`src/rtl/core/mwam_pkg.sv`:
```
// ----------------------------------------------------------------------------
// mwam_pkg
// Shared widths, constants and types for the block median measurement unit.
// ----------------------------------------------------------------------------
package mwam_pkg;

    localparam int SAMPLE_W        = 12;
    localparam int OUT_W           = 23;
    localparam int OFFSET_W        = 22;
    localparam int GAIN_W          = 5;
    localparam int SHUNT_W         = 16;
    localparam int CFG_IDX_W       = 2;
    localparam int CFG_DATA_W      = 22;

    localparam int WINDOW_SIZE_DEF = 15;

    localparam int ADC_FULL_MV     = 3300;
    localparam int ADC_MAX_CODE    = 4095;
    localparam int MV_TO_UV        = 1000;
    localparam int OUT_LIMIT       = 3300000;

    // |median - offset| * 3300 fits in 34 bits
    localparam int PROD_W          = 34;
    localparam int Q_W             = 22;
    localparam int RES_W           = 28;
    localparam int DIV_CNT_W       = $clog2(PROD_W + 1);

    typedef enum logic [CFG_IDX_W-1:0] {
        CFG_MEASURE_MODE  = 2'd0,
        CFG_OFFSET_VALUE  = 2'd1,
        CFG_VOLTAGE_GAIN  = 2'd2,
        CFG_SHUNT_DIVISOR = 2'd3
    } cfg_idx_t;

    typedef struct packed {
        logic                measure_mode;
        logic [OFFSET_W-1:0] offset_value;
        logic [GAIN_W-1:0]   voltage_gain;
        logic [SHUNT_W-1:0]  shunt_divisor;
    } cfg_t;

    typedef struct packed {
        logic               start;
        logic [PROD_W-1:0]  dividend;
        logic [SHUNT_W-1:0] divisor;
    } div_req_t;

    typedef struct packed {
        logic              done;
        logic [PROD_W-1:0] quotient;
    } div_rsp_t;

    typedef enum logic [3:0] {
        CALC_IDLE,
        CALC_PREP,
        CALC_FOLD1,
        CALC_FOLD2,
        CALC_VMUL,
        CALC_CMUL,
        CALC_DIV2,
        CALC_WAIT2,
        CALC_SAT,
        CALC_OUT
    } calc_state_t;

endpackage

```
`src/rtl/core/mwam_cell.sv`:
```
// ----------------------------------------------------------------------------
// mwam_cell
// One slot of the insertion sorting row. Holds a sample and a valid flag and
// takes either the new request or its left neighbor's value on insertion.
// ----------------------------------------------------------------------------
module mwam_cell (
    input  logic                          clk,
    input  logic                          rst_n,
    input  logic                          en,
    input  logic                          clear,
    input  logic [mwam_pkg::SAMPLE_W-1:0] sample,
    input  logic [mwam_pkg::SAMPLE_W-1:0] left_val,
    input  logic                          left_shift,
    input  logic                          left_valid,
    output logic [mwam_pkg::SAMPLE_W-1:0] val,
    output logic                          valid,
    output logic                          shift,
    output logic [mwam_pkg::SAMPLE_W-1:0] ins_val
);

    logic [mwam_pkg::SAMPLE_W-1:0] val_reg;
    logic [mwam_pkg::SAMPLE_W-1:0] val_next;
    logic                          valid_reg;
    logic                          valid_next;

    always_comb
    begin
        shift      = !valid_reg || (sample < val_reg);
        val_next   = shift ? (left_shift ? left_val : sample) : val_reg;
        valid_next = clear ? 1'b0 : (valid_reg || left_valid);
    end

    always_ff @(posedge clk or negedge rst_n)
    begin
        if (!rst_n)
        begin
            valid_reg <= 1'b0;
        end
        else if (en)
        begin
            valid_reg <= valid_next;
        end
    end

    always_ff @(posedge clk)
    begin
        if (en)
        begin
            val_reg <= val_next;
        end
    end

    assign val     = val_reg;
    assign valid   = valid_reg;
    assign ins_val = val_next;

endmodule

```
`src/rtl/core/mwam_div.sv`:
```
// ----------------------------------------------------------------------------
// mwam_div
// Restoring unsigned divider, one quotient bit per cycle.
// ----------------------------------------------------------------------------
module mwam_div (
    input  logic               clk,
    input  logic               rst_n,
    input  mwam_pkg::div_req_t req,
    output mwam_pkg::div_rsp_t rsp
);

    logic                                 busy_reg;
    logic                                 busy_next;
    logic                                 done_reg;
    logic                                 done_next;
    logic [mwam_pkg::DIV_CNT_W-1:0]       cnt_reg;
    logic [mwam_pkg::DIV_CNT_W-1:0]       cnt_next;
    logic [mwam_pkg::SHUNT_W-1:0]         rem_reg;
    logic [mwam_pkg::SHUNT_W-1:0]         rem_next;
    logic [mwam_pkg::PROD_W-1:0]          dq_reg;
    logic [mwam_pkg::PROD_W-1:0]          dq_next;
    logic [mwam_pkg::SHUNT_W-1:0]         dvs_reg;
    logic [mwam_pkg::SHUNT_W-1:0]         dvs_next;
    logic [mwam_pkg::SHUNT_W+1:0]         trial;
    logic                                 fits;

    always_comb
    begin
        trial     = {1'b0, rem_reg, dq_reg[mwam_pkg::PROD_W-1]} - {2'b00, dvs_reg};
        fits      = !trial[mwam_pkg::SHUNT_W+1];
        busy_next = busy_reg;
        done_next = 1'b0;
        cnt_next  = cnt_reg;
        rem_next  = rem_reg;
        dq_next   = dq_reg;
        dvs_next  = dvs_reg;
        if (req.start)
        begin
            busy_next = 1'b1;
            cnt_next  = mwam_pkg::DIV_CNT_W'(mwam_pkg::PROD_W);
            rem_next  = '0;
            dq_next   = req.dividend;
            dvs_next  = req.divisor;
        end
        else if (busy_reg)
        begin
            rem_next = fits ? trial[mwam_pkg::SHUNT_W-1:0]
                            : {rem_reg[mwam_pkg::SHUNT_W-2:0],
                               dq_reg[mwam_pkg::PROD_W-1]};
            dq_next  = {dq_reg[mwam_pkg::PROD_W-2:0], fits};
            cnt_next = cnt_reg - 1'b1;
            if (cnt_reg == mwam_pkg::DIV_CNT_W'(1))
            begin
                busy_next = 1'b0;
                done_next = 1'b1;
            end
        end
    end

    always_ff @(posedge clk or negedge rst_n)
    begin
        if (!rst_n)
        begin
            busy_reg <= 1'b0;
            done_reg <= 1'b0;
            cnt_reg  <= '0;
        end
        else
        begin
            busy_reg <= busy_next;
            done_reg <= done_next;
            cnt_reg  <= cnt_next;
        end
    end

    always_ff @(posedge clk)
    begin
        rem_reg <= rem_next;
        dq_reg  <= dq_next;
        dvs_reg <= dvs_next;
    end

    assign rsp.done     = done_reg;
    assign rsp.quotient = dq_reg;

endmodule

```
`src/rtl/core/mwam_calc.sv`:
```
// ----------------------------------------------------------------------------
// mwam_calc
// Converts a window median into millivolts or microamps, with saturation,
// and holds the result in an output register until taken.
// ----------------------------------------------------------------------------
module mwam_calc (
    input  logic                          clk,
    input  logic                          rst_n,
    input  mwam_pkg::cfg_t                cfg,
    input  logic                          start,
    input  logic [mwam_pkg::SAMPLE_W-1:0] median,
    output logic                          ready,
    output logic                          out_valid,
    input  logic                          out_stall,
    output logic [mwam_pkg::OUT_W-1:0]    measured
);

    localparam int PW = mwam_pkg::PROD_W;
    localparam int QW = mwam_pkg::Q_W;
    localparam int RW = mwam_pkg::RES_W;
    localparam int SH = mwam_pkg::SAMPLE_W;
    localparam int YW = QW + 1;
    localparam int LW = SH + 1;
    localparam logic signed [RW-1:0] LIM_POS = RW'(mwam_pkg::OUT_LIMIT);
    localparam logic signed [RW-1:0] LIM_NEG = -RW'(mwam_pkg::OUT_LIMIT);

    mwam_pkg::calc_state_t state_reg;
    mwam_pkg::calc_state_t state_next;

    logic                          out_valid_reg;
    logic                          out_valid_next;
    logic [mwam_pkg::SAMPLE_W-1:0] med_reg;
    logic [mwam_pkg::SAMPLE_W-1:0] med_next;
    logic                          neg_reg;
    logic                          neg_next;
    logic [PW-1:0]                 prod_reg;
    logic [PW-1:0]                 prod_next;
    logic [QW-1:0]                 q_reg;
    logic [QW-1:0]                 q_next;
    logic signed [RW-1:0]          res_reg;
    logic signed [RW-1:0]          res_next;
    logic [mwam_pkg::OUT_W-1:0]    out_reg;
    logic [mwam_pkg::OUT_W-1:0]    out_next;

    logic signed [23:0]            diff;
    logic [23:0]                   diff_abs;
    logic [QW-1:0]                 mag;
    logic signed [RW-1:0]          sq;
    logic signed [RW-1:0]          gain_ext;
    logic signed [RW-1:0]          ua_diff;
    logic [YW-1:0]                 fold_sum;
    logic [LW-1:0]                 fold_low;
    logic                          fold_carry;

    mwam_pkg::div_req_t div_req;
    mwam_pkg::div_rsp_t div_rsp;

    mwam_div u_div (
        .clk   (clk),
        .rst_n (rst_n),
        .req   (div_req),
        .rsp   (div_rsp)
    );

    always_comb
    begin
        diff     = $signed({12'b0, med_reg}) - $signed({2'b0, cfg.offset_value});
        diff_abs = diff[23] ? 24'(-diff) : 24'(diff);
        mag      = cfg.measure_mode ? QW'(med_reg) : diff_abs[QW-1:0];
        sq       = neg_reg ? -$signed(RW'(q_reg)) : $signed(RW'(q_reg));
        gain_ext = $signed(RW'(cfg.voltage_gain));
        ua_diff  = $signed(RW'(div_rsp.quotient[QW-1:0]))
                 - $signed(RW'(cfg.offset_value));

        // 4095 = 2^12 - 1: x / 4095 = (x >> 12) + ((x >> 12) + x[11:0]) / 4095,
        // folded twice, the last fold leaves a quotient of 0 or 1
        fold_sum   = YW'(prod_reg[PW-1:SH]) + YW'(prod_reg[SH-1:0]);
        fold_low   = LW'(prod_reg[YW-1:SH]) + LW'(prod_reg[SH-1:0]);
        fold_carry = (fold_low >= LW'(mwam_pkg::ADC_MAX_CODE));

        div_req.start    = (state_reg == mwam_pkg::CALC_DIV2);
        div_req.dividend = prod_reg;
        div_req.divisor  = (cfg.shunt_divisor == '0) ? mwam_pkg::SHUNT_W'(1)
                                                     : cfg.shunt_divisor;

        state_next     = state_reg;
        out_valid_next = out_valid_reg;
        med_next       = med_reg;
        neg_next       = neg_reg;
        prod_next      = prod_reg;
        q_next         = q_reg;
        res_next       = res_reg;
        out_next       = out_reg;

        unique case (state_reg)
            mwam_pkg::CALC_IDLE:
            begin
                if (start)
                begin
                    med_next   = median;
                    state_next = mwam_pkg::CALC_PREP;
                end
            end
            mwam_pkg::CALC_PREP:
            begin
                neg_next   = !cfg.measure_mode && diff[23];
                prod_next  = PW'(mag) * PW'(mwam_pkg::ADC_FULL_MV);
                state_next = mwam_pkg::CALC_FOLD1;
            end
            mwam_pkg::CALC_FOLD1:
            begin
                q_next     = prod_reg[PW-1:SH];
                prod_next  = PW'(fold_sum);
                state_next = mwam_pkg::CALC_FOLD2;
            end
            mwam_pkg::CALC_FOLD2:
            begin
                q_next     = q_reg + QW'(prod_reg[YW-1:SH]) + QW'(fold_carry);
                state_next = cfg.measure_mode ? mwam_pkg::CALC_CMUL
                                              : mwam_pkg::CALC_VMUL;
            end
            mwam_pkg::CALC_VMUL:
            begin
                res_next   = sq * gain_ext;
                state_next = mwam_pkg::CALC_SAT;
            end
            mwam_pkg::CALC_CMUL:
            begin
                prod_next  = PW'(q_reg) * PW'(mwam_pkg::MV_TO_UV);
                state_next = mwam_pkg::CALC_DIV2;
            end
            mwam_pkg::CALC_DIV2:
            begin
                state_next = mwam_pkg::CALC_WAIT2;
            end
            mwam_pkg::CALC_WAIT2:
            begin
                if (div_rsp.done)
                begin
                    res_next   = ua_diff[RW-1] ? '0 : ua_diff;
                    state_next = mwam_pkg::CALC_SAT;
                end
            end
            mwam_pkg::CALC_SAT:
            begin
                priority if (res_reg > LIM_POS)
                begin
                    out_next = mwam_pkg::OUT_W'(LIM_POS);
                end
                else if (res_reg < LIM_NEG)
                begin
                    out_next = mwam_pkg::OUT_W'(LIM_NEG);
                end
                else
                begin
                    out_next = res_reg[mwam_pkg::OUT_W-1:0];
                end
                out_valid_next = 1'b1;
                state_next     = mwam_pkg::CALC_OUT;
            end
            mwam_pkg::CALC_OUT:
            begin
                if (!out_stall)
                begin
                    out_valid_next = 1'b0;
                    state_next     = mwam_pkg::CALC_IDLE;
                end
            end
            default:
            begin
                state_next = mwam_pkg::CALC_IDLE;
            end
        endcase
    end

    always_ff @(posedge clk or negedge rst_n)
    begin
        if (!rst_n)
        begin
            state_reg     <= mwam_pkg::CALC_IDLE;
            out_valid_reg <= 1'b0;
        end
        else
        begin
            state_reg     <= state_next;
            out_valid_reg <= out_valid_next;
        end
    end

    always_ff @(posedge clk)
    begin
        med_reg  <= med_next;
        neg_reg  <= neg_next;
        prod_reg <= prod_next;
        q_reg    <= q_next;
        res_reg  <= res_next;
        out_reg  <= out_next;
    end

    assign ready     = (state_reg == mwam_pkg::CALC_IDLE);
    assign out_valid = out_valid_reg;
    assign measured  = out_reg;

endmodule

```
`src/rtl/core/median_window_adc_measure.sv`:
```
// ----------------------------------------------------------------------------
// median_window_adc_measure
// Block median of 12-bit converter samples, scaled to mV or uA.
//
// Input channel (in_valid / in_stall / sample): one sample per request,
// taken back to back by a row of sorting cells. Samples form non-overlapping
// windows of WINDOW_SIZE; the last sample of a window latches the median and
// clears the row for the next window.
// Output channel (out_valid / out_stall / measured): one result per window;
// in current mode the bit-serial divide by the shunt divisor dominates.
// Filling continues while a result is computed or waits; in_stall is raised
// only on the last sample of a window while the previous result is still
// being computed or held. A stalled output holds its value.
// Configuration (cfg_valid / cfg_ready / cfg_index / cfg_data) is always
// ready; the user must see that it is written only while the block is idle;
// the block itself does not enforce this. Reset clears the window, the
// pending result and the registers to mode 0, offset 0, gain 1, divisor 1.
// ----------------------------------------------------------------------------
module median_window_adc_measure #(
    parameter int WINDOW_SIZE = mwam_pkg::WINDOW_SIZE_DEF
) (
    input  logic                            clk,
    input  logic                            rst_n,
    input  logic                            in_valid,
    output logic                            in_stall,
    input  logic [mwam_pkg::SAMPLE_W-1:0]   sample,
    output logic                            out_valid,
    input  logic                            out_stall,
    output logic signed [mwam_pkg::OUT_W-1:0] measured,
    input  logic                            cfg_valid,
    output logic                            cfg_ready,
    input  logic [mwam_pkg::CFG_IDX_W-1:0]  cfg_index,
    input  logic [mwam_pkg::CFG_DATA_W-1:0] cfg_data
);

    localparam int MID = WINDOW_SIZE / 2;
    localparam logic signed [mwam_pkg::OUT_W-1:0] LIM =
        mwam_pkg::OUT_W'(mwam_pkg::OUT_LIMIT);

    mwam_pkg::cfg_t cfg_reg;
    mwam_pkg::cfg_t cfg_next;

    logic [mwam_pkg::SAMPLE_W-1:0] cell_val   [WINDOW_SIZE];
    logic [mwam_pkg::SAMPLE_W-1:0] cell_ins   [WINDOW_SIZE];
    logic                          cell_shift [WINDOW_SIZE];
    logic [WINDOW_SIZE-1:0]        win_valid;

    logic                          in_accept;
    logic                          last;
    logic                          med_start;
    logic                          calc_ready;
    logic [mwam_pkg::OUT_W-1:0]    calc_out;

    assign last      = win_valid[WINDOW_SIZE-2];
    assign in_stall  = last && !calc_ready;
    assign in_accept = in_valid && !in_stall;
    assign med_start = in_accept && last;

    for (genvar i = 0; i < WINDOW_SIZE; i++)
    begin : g_cell
        logic [mwam_pkg::SAMPLE_W-1:0] left_val;
        logic                          left_shift;
        logic                          left_valid;

        if (i == 0)
        begin : g_first
            assign left_val   = '0;
            assign left_shift = 1'b0;
            assign left_valid = 1'b1;
        end
        else
        begin : g_rest
            assign left_val   = cell_val[i-1];
            assign left_shift = cell_shift[i-1];
            assign left_valid = win_valid[i-1];
        end

        mwam_cell u_cell (
            .clk        (clk),
            .rst_n      (rst_n),
            .en         (in_accept),
            .clear      (last),
            .sample     (sample),
            .left_val   (left_val),
            .left_shift (left_shift),
            .left_valid (left_valid),
            .val        (cell_val[i]),
            .valid      (win_valid[i]),
            .shift      (cell_shift[i]),
            .ins_val    (cell_ins[i])
        );
    end

    mwam_calc u_calc (
        .clk       (clk),
        .rst_n     (rst_n),
        .cfg       (cfg_reg),
        .start     (med_start),
        .median    (cell_ins[MID]),
        .ready     (calc_ready),
        .out_valid (out_valid),
        .out_stall (out_stall),
        .measured  (calc_out)
    );

    assign measured  = $signed(calc_out);
    assign cfg_ready = 1'b1;

    always_comb
    begin
        cfg_next = cfg_reg;
        if (cfg_valid && cfg_ready)
        begin
            unique case (mwam_pkg::cfg_idx_t'(cfg_index))
                mwam_pkg::CFG_MEASURE_MODE:
                    cfg_next.measure_mode  = cfg_data[0];
                mwam_pkg::CFG_OFFSET_VALUE:
                    cfg_next.offset_value  = cfg_data[mwam_pkg::OFFSET_W-1:0];
                mwam_pkg::CFG_VOLTAGE_GAIN:
                    cfg_next.voltage_gain  = cfg_data[mwam_pkg::GAIN_W-1:0];
                mwam_pkg::CFG_SHUNT_DIVISOR:
                    cfg_next.shunt_divisor = cfg_data[mwam_pkg::SHUNT_W-1:0];
                default:
                    cfg_next = cfg_reg;
            endcase
        end
    end

    always_ff @(posedge clk or negedge rst_n)
    begin
        if (!rst_n)
        begin
            cfg_reg.measure_mode  <= 1'b0;
            cfg_reg.offset_value  <= '0;
            cfg_reg.voltage_gain  <= mwam_pkg::GAIN_W'(1);
            cfg_reg.shunt_divisor <= mwam_pkg::SHUNT_W'(1);
        end
        else
        begin
            cfg_reg <= cfg_next;
        end
    end

    // occupied cells always form a prefix of the row
    a_fill_prefix: assert property (@(posedge clk) disable iff (!rst_n)
        ((win_valid + 1'b1) & win_valid) == '0)
        else $error("sorting row occupancy is not contiguous");

    a_start_idle: assert property (@(posedge clk) disable iff (!rst_n)
        med_start |-> calc_ready)
        else $error("median latched while converter unit busy");

    a_out_range: assert property (@(posedge clk) disable iff (!rst_n)
        out_valid |-> (measured <= LIM) && (measured >= -LIM))
        else $error("result outside saturation range");

    a_out_single: assert property (@(posedge clk) disable iff (!rst_n)
        (out_valid && !out_stall) |=> !out_valid)
        else $error("result delivered twice");

endmodule
```
`config.mk`:
```
export PLATFORM = sky130hd
export DESIGN_NAME = median_window_adc_measure
export DESIGN_NICKNAME = d
export VERILOG_FILES = /design/src/rtl/core/mwam_pkg.sv /design/src/rtl/core/mwam_cell.sv /design/src/rtl/core/mwam_div.sv /design/src/rtl/core/mwam_calc.sv /design/src/rtl/core/median_window_adc_measure.sv
export SDC_FILE = /design/constraint.sdc
export NUM_CORES = 2
export LEC_CHECK = 0
export BUFFER_PORTS_ARGS = -buffer_cell sky130_fd_sc_hd__buf_2
export CORE_MARGIN = 1
export CORE_UTILIZATION = 40
export CTS_BUF_LIST = sky130_fd_sc_hd__clkbuf_16
export DETAILED_ROUTE_END_ITERATION = 16
export GPL_TIMING_DRIVEN = 0
export PLACE_DENSITY_LB_ADDON = 0.12
export RECOVER_POWER = 25
export SETUP_SLACK_MARGIN = 0.1
export SLEW_MARGIN = 20
export SYNTH_ARGS = -nofsm -noshare
export SYNTH_HDL_FRONTEND = slang
export SYNTH_SLANG_ARGS = --single-unit
```
`constraint.sdc`:
```
create_clock -name clk -period 14.98 [get_ports clk]
set_clock_uncertainty 0.15 [all_clocks]
set_input_delay 2.996 -clock clk [delete_from_list [all_inputs] [get_ports clk]]
set_output_delay 2.996 -clock clk [all_outputs]
set_load 0.02 [all_outputs]
```
; ---- After elaboration in Yosys (flattened, before gate mapping)
; Cells that the tools add are included.
[totals]
input_bits = 41
wordCells = 191
out_inout_bits = 26
reg_bits = 353
[classes]
n_reduce_logical = 61
n_mux = 49
n_eq_ne = 16
order_cmp = 11
add_sub_neg = 10
multipliers = 3
[ops]
columns = op, n
row1 = 34-bit one-hot mux with 3 select lines, 1
row2 = 12-bit less-than comparator, 8
row3 = 12-bit 2-to-1 mux, 8
row4 = 34-bit 2-to-1 mux, 2
row5 = 28-bit 2-to-1 mux, 2
row6 = 28-bit one-hot mux with 2 select lines, 1
row7 = 22-bit 2-to-1 mux, 2
row8 = 22-bit one-hot mux with 2 select lines, 1
row9 = 4-bit one-hot mux with 10 select lines, 1
row10 = 22-bit by 10-bit multiplier with 32-bit output (second input constant), 1
row11 = 22-bit by 7-bit multiplier with 29-bit output (second input constant), 1
row12 = 28-bit by 23-bit > comparator with 1-bit output (second input constant), 1
row13 = 28-bit by 23-bit less-than comparator with 1-bit output (second input constant), 1
row14 = 28-bit by 6-bit multiplier with 28-bit output, 1
row15 = 22-bit negator with 28-bit output, 1
row16 = 2-bit AND reduction, 14
row17 = 27-bit 2-to-1 mux, 1
row18 = 22-bit by 12-bit adder with 23-bit output, 1
row19 = 23-bit 2-to-1 mux, 1
row20 = 12-bit by 22-bit subtractor with 23-bit output, 1
row21 = 22-bit by 22-bit subtractor with 23-bit output, 1
row22 = 22-bit by 1-bit adder with 22-bit output, 1
row23 = 22-bit by 11-bit adder with 22-bit output, 1
row24 = 1-bit 2-to-1 mux, 22
row25 = other kinds (27), 75

; ---- Longest topological paths before layout
[logic_depth]
depth_word = 8
ltp_mapped = 34
ltp_nobuf = 31

; ---- Cells and area by module
; From an unflattened synthesis, not the netlist that was laid out.
[hier_totals]
hier_cells = 3837
hier_area_um2 = 40538.9
[by_module_without_submodules]
columns = module, seq_area_each_um2, n_inst, cells_per_inst, area_each_um2
row1 = mwam_calc, 3728.6, 1, 2266, 21131.5
row2 = mwam_cell, 385.4, 14, 80, 969.7
row3 = mwam_div, 2021.9, 1, 350, 4000.1
row4 = median_window_adc_measure, 1103.6, 1, 101, 1831.8

; ---- Worst setup path before layout
; OpenSTA, ideal clock, no wires.
[synth_timing]
kind = reg2reg
start = reg cfg_reg[21] (netlist name)
end = reg u_calc.prod_reg[33] (data pin)
required_ns = 14.570
setup_ns = 0.260
n_path_buf = 0
synth_period_minus_slack_ns = 8.102
arrival_time_ns = 7.692
setup_slack_ns = 6.878
path_stages_with_launch = 31
path_cell_list = dfrtp_1 -> ha_1 -> fa_1 -> nand2b_1 -> a21oi_1 -> xnor2_1 -> o211ai_1 -> nor4b_1 -> and4b_1 -> o22ai_2 -> nor2b_1 -> mux2_1 -> ha_1 -> inv_1 -> fa_1 -> inv_1 -> fa_1 -> fa_1 -> inv_1 -> fa_1 -> inv_1 -> ha_1 -> a21oi_1 -> o21ai_0 -> or4b_2 -> o21ai_0 -> a21oi_1 -> a41o_1 -> o31ai_1 -> mux2i_1 -> nand2_1
[synth_via]
elab_chain_len = 6
[synth_lines]
columns = item, line
row1 = from (decl), median_window_adc_measure.sv:40  ; mwam_pkg::cfg_t cfg_reg;
row2 = from (signal assigned), median_window_adc_measure.sv:140  ; cfg_reg <= cfg_next;
row3 = 12-bit by 22-bit subtractor with 23-bit output (*), mwam_calc.sv:67  ; diff = $signed({12'b0, med_reg}) - $signed({2'b0, cfg.offset_value});
row4 = 22-bit negator, mwam_calc.sv:68  ; diff_abs = diff[23] ? 24'(-diff) : 24'(diff);
row5 = 22-bit 2-to-1 mux (*), mwam_calc.sv:68
row6 = 22-bit 2-to-1 mux (*), mwam_calc.sv:69  ; mag = cfg.measure_mode ? QW'(med_reg) : diff_abs[QW-1:0];
row7 = 22-bit by 10-bit multiplier with 32-bit output (*), mwam_calc.sv:107  ; prod_next = PW'(mag) * PW'(mwam_pkg::ADC_FULL_MV);
row8 = 34-bit one-hot mux with 3 select lines (*), mwam_calc.sv:95  ; unique case (state_reg)
row9 = net u_calc.prod_next[33], mwam_calc.sv:37  ; logic [PW-1:0] prod_next;
row10 = to (signal assigned), mwam_calc.sv:194  ; prod_reg <= prod_next;
row11 = to (decl), mwam_calc.sv:36  ; logic [PW-1:0] prod_reg;
; The timed path passes the listed nets; every way through them passes the cells marked *.
; A chain may end at the register's enable or synchronous reset.

; ---- Worst setup path after layout
; Same ends and word-level chain as after synthesis.

==> flow_summary.ini <==
[placed_design]
hpwlAfterDp_um = 76100
port_buffers = 65
gp_congestion = 0.882

[drt]
dr_total_vias = 25200
drc = 0
wl_um = 93500
wl_per_cell_um = 19.7
drt.antenna.violating_nets = 0
drt-pass1-iter-count = 7
drt_iter0_drc = 1345
detail_route.vias_per_cell = 5.30

[finish]
largest_register_ffs = 96
fin_nets = 4252
drive_above_1_share_pct = 8.12
n_antenna_cell = 0
syn2layout_area_growth_pct = 9.49

[timing]
slew_headroom_pct = -16.6
rsz0062_at_grt = no
period_minus_slack_ns = 9.49
max_freq_mhz = 105
maxSlewViolCount = 80
worstMarginPinSlew_ns = 1.75
hold_viol = 0
final.setup.tns_ns = 0
finalSetupViolCount = 0
finalCritPeriodShare_pct = 63.4

[clock_network]
cts_tree = done
numClockSinks = 353
numCtsBuffers = 44
clkLatencyLatePin_ns = 0.59
hold_buffers = 0
root_buffer = clkbuf_16
cts_buffer_depth = 3
postCtsSetupRepairBufs = 0
clkTransAtPathRegs_ns = 0.06
cts_resized = 0
htree_levels = 2

[die]
die_area_mm2 = 0.0861
num_rows = 106
coreArea_mm2 = 0.0838
die_width_um = 293
ios = 67
die_h_um = 293
start_util_pct = 40.5

[setup_path]
r2r-end = u_calc.prod_reg[33]
end_kind = flip-flop
required_ns = 15.13
r2r_cells = 30
cp-startpoint = cfg_reg[21]
rrSetupSlack_ns = 5.49
worst_path_max_delay_cell = nor4b_1
path_class = flip-flop to flip-flop
setup.worst_path.end = u_calc.prod_reg[33]
critPathMaxStageDelay_ns = 0.69
cp_common_cell = fa_1
crit_arrival_ns = 9.64
crit_path_start_kind = flip-flop
crit-reg2reg-launch = cfg_reg[21]
worstPathMaxFanout = 6

[logic_synthesis]
synth_area_leader_cell = edfxtp_1
yosys.cell_count.top_type = ha_1
avgSynthCellArea_um2 = 9.79
synthArstFlopShare_pct = 20.1
ys_seq_area_share_pct = 29.7
syn_inst = 3470
ys_seq_elements = 353
synth_nets = 4136
netlist.area_leader.share_pct = 23.5
synth_flop_cell = edfxtp_1
synth-edff-count = 266
synthTopCellsByCount = 401 x ha_1, 387 x inv_1, 336 x nand2_1
syn_area_mm2 = 0.0340
synth.area.top_cells = edfxtp_1 24%, ha_1 15%, fa_1 13%, dfrtp_1 5.1%, inv_1 4.3%
yosys.cell_types.count = 95
yosys_warnings = 0

[global_route]
grt.total_usage_pct = 22.0
grt_pass1_vias = 25800
grt_max_degree = 45
grt-ovfl-total = 0
grt_pass1_wl_um = 148000
antenna_found_initial = 0

[worst_hold_path]
hp-class = flip-flop to flip-flop

[job]
drv_cap = 3

[outcome]
outcome = finished, violations left
violations = capacitance limit, slew limit
==> critical path: cells and delay by family, from the launching register on <==
family	cells	cell delay, ns
fa+ha+maj	8	3.33
simple gates	6	2.29
compound gates	9	1.76
mux	2	0.69
flops	1	0.46
xor+xnor	1	0.26
buf+inv	4	0.22
==> worst min path at each step <==
stage,startpoint,to,slack [ns],cells past startpoint
finish,g_cell[8].u_cell.valid,g_cell[8].u_cell.valid,0.35,2
global route,cfg_reg[31],cfg_reg[31],0.37,1
CTS,g_cell[8].u_cell.valid,g_cell[8].u_cell.valid,0.35,2
detailed placement,g_cell[8].u_cell.valid,g_cell[8].u_cell.valid,0.34,2
global placement,g_cell[12].u_cell.valid,g_cell[12].u_cell.valid,0.33,2
floorplan,g_cell[12].u_cell.valid,g_cell[12].u_cell.valid,0.31,2
==> through the flow <==
step           worst slack (ns)  area, µm²  instances  utilization [%]  hold slack, ns
6_report                   5.49      37200       4754             44.4           0.346
2_1_floorplan              6.88      34000       3470                -           0.313
3_3_place_gp               5.52      35700       4669             42.6           0.331
3_5_place_dp               5.47      35800       4674             42.7           0.338
5_1_grt                    4.92      37200       4754             44.4           0.371
4_1_cts                    5.42      37200       4754             44.4           0.354
==> cell usage in the layout (no fill, tap or decap), drive strengths merged, types with 76 or more instances in the layout <==
cell type | netlist | routed
inv | 387 | 402
ha | 401 | 401
nand2 | 336 | 336
edfxtp | 266 | 266
fa | 224 | 224
a21oi | 177 | 177
nor2 | 170 | 170
o21ai | 159 | 159
clkbuf | 107 | 158
xnor2 | 128 | 128
mux2 | 108 | 108
buf | 23 | 88
and2 | 76 | 76
==> layer usage <==
metal | GRT usage, % | wire [µm]
met1 | 29.5 | 42900
met2 | 37.9 | 45000
met3 | 1.85 | 3080
met4 | 6.10 | 2530
met5 | 0 | 0
==> cell families (layout without fill, tap and decap cells) <==
| family | count (synthesis) | count (layout) | share of synthesized area [%] |
|---|---|---|---|
| AOI/OAI and AO/OA | 734 | 734 | 13.9 |
| adders and majority gates | 625 | 625 | 28.0 |
| buffers and inverters | 518 | 668 | 5.82 |
| and+or+nand+nor | 902 | 902 | 12.9 |
| muxes | 149 | 149 | 4.80 |
| DFF | 353 | 353 | 29.7 |
| other | 1 | 1 | 0.0110 |
| xor gates and xnor gates | 188 | 188 | 4.87 |
==> area by class of cell <==
type | instances | area, µm²
fillers | 8263 | 46600
repair buffers | 70 | 390
clock inverters | 34 | 229
clock buffers | 46 | 1150
inverters | 388 | 1460
flip-flops and latches | 353 | 10100
well taps | 1134 | 1420
plain buffers | 130 | 523
multi-input cells | 2599 | 21900
Power is not shown: default switching activity piles up to over one toggle a cycle in this logic, so the estimate is an artifact.
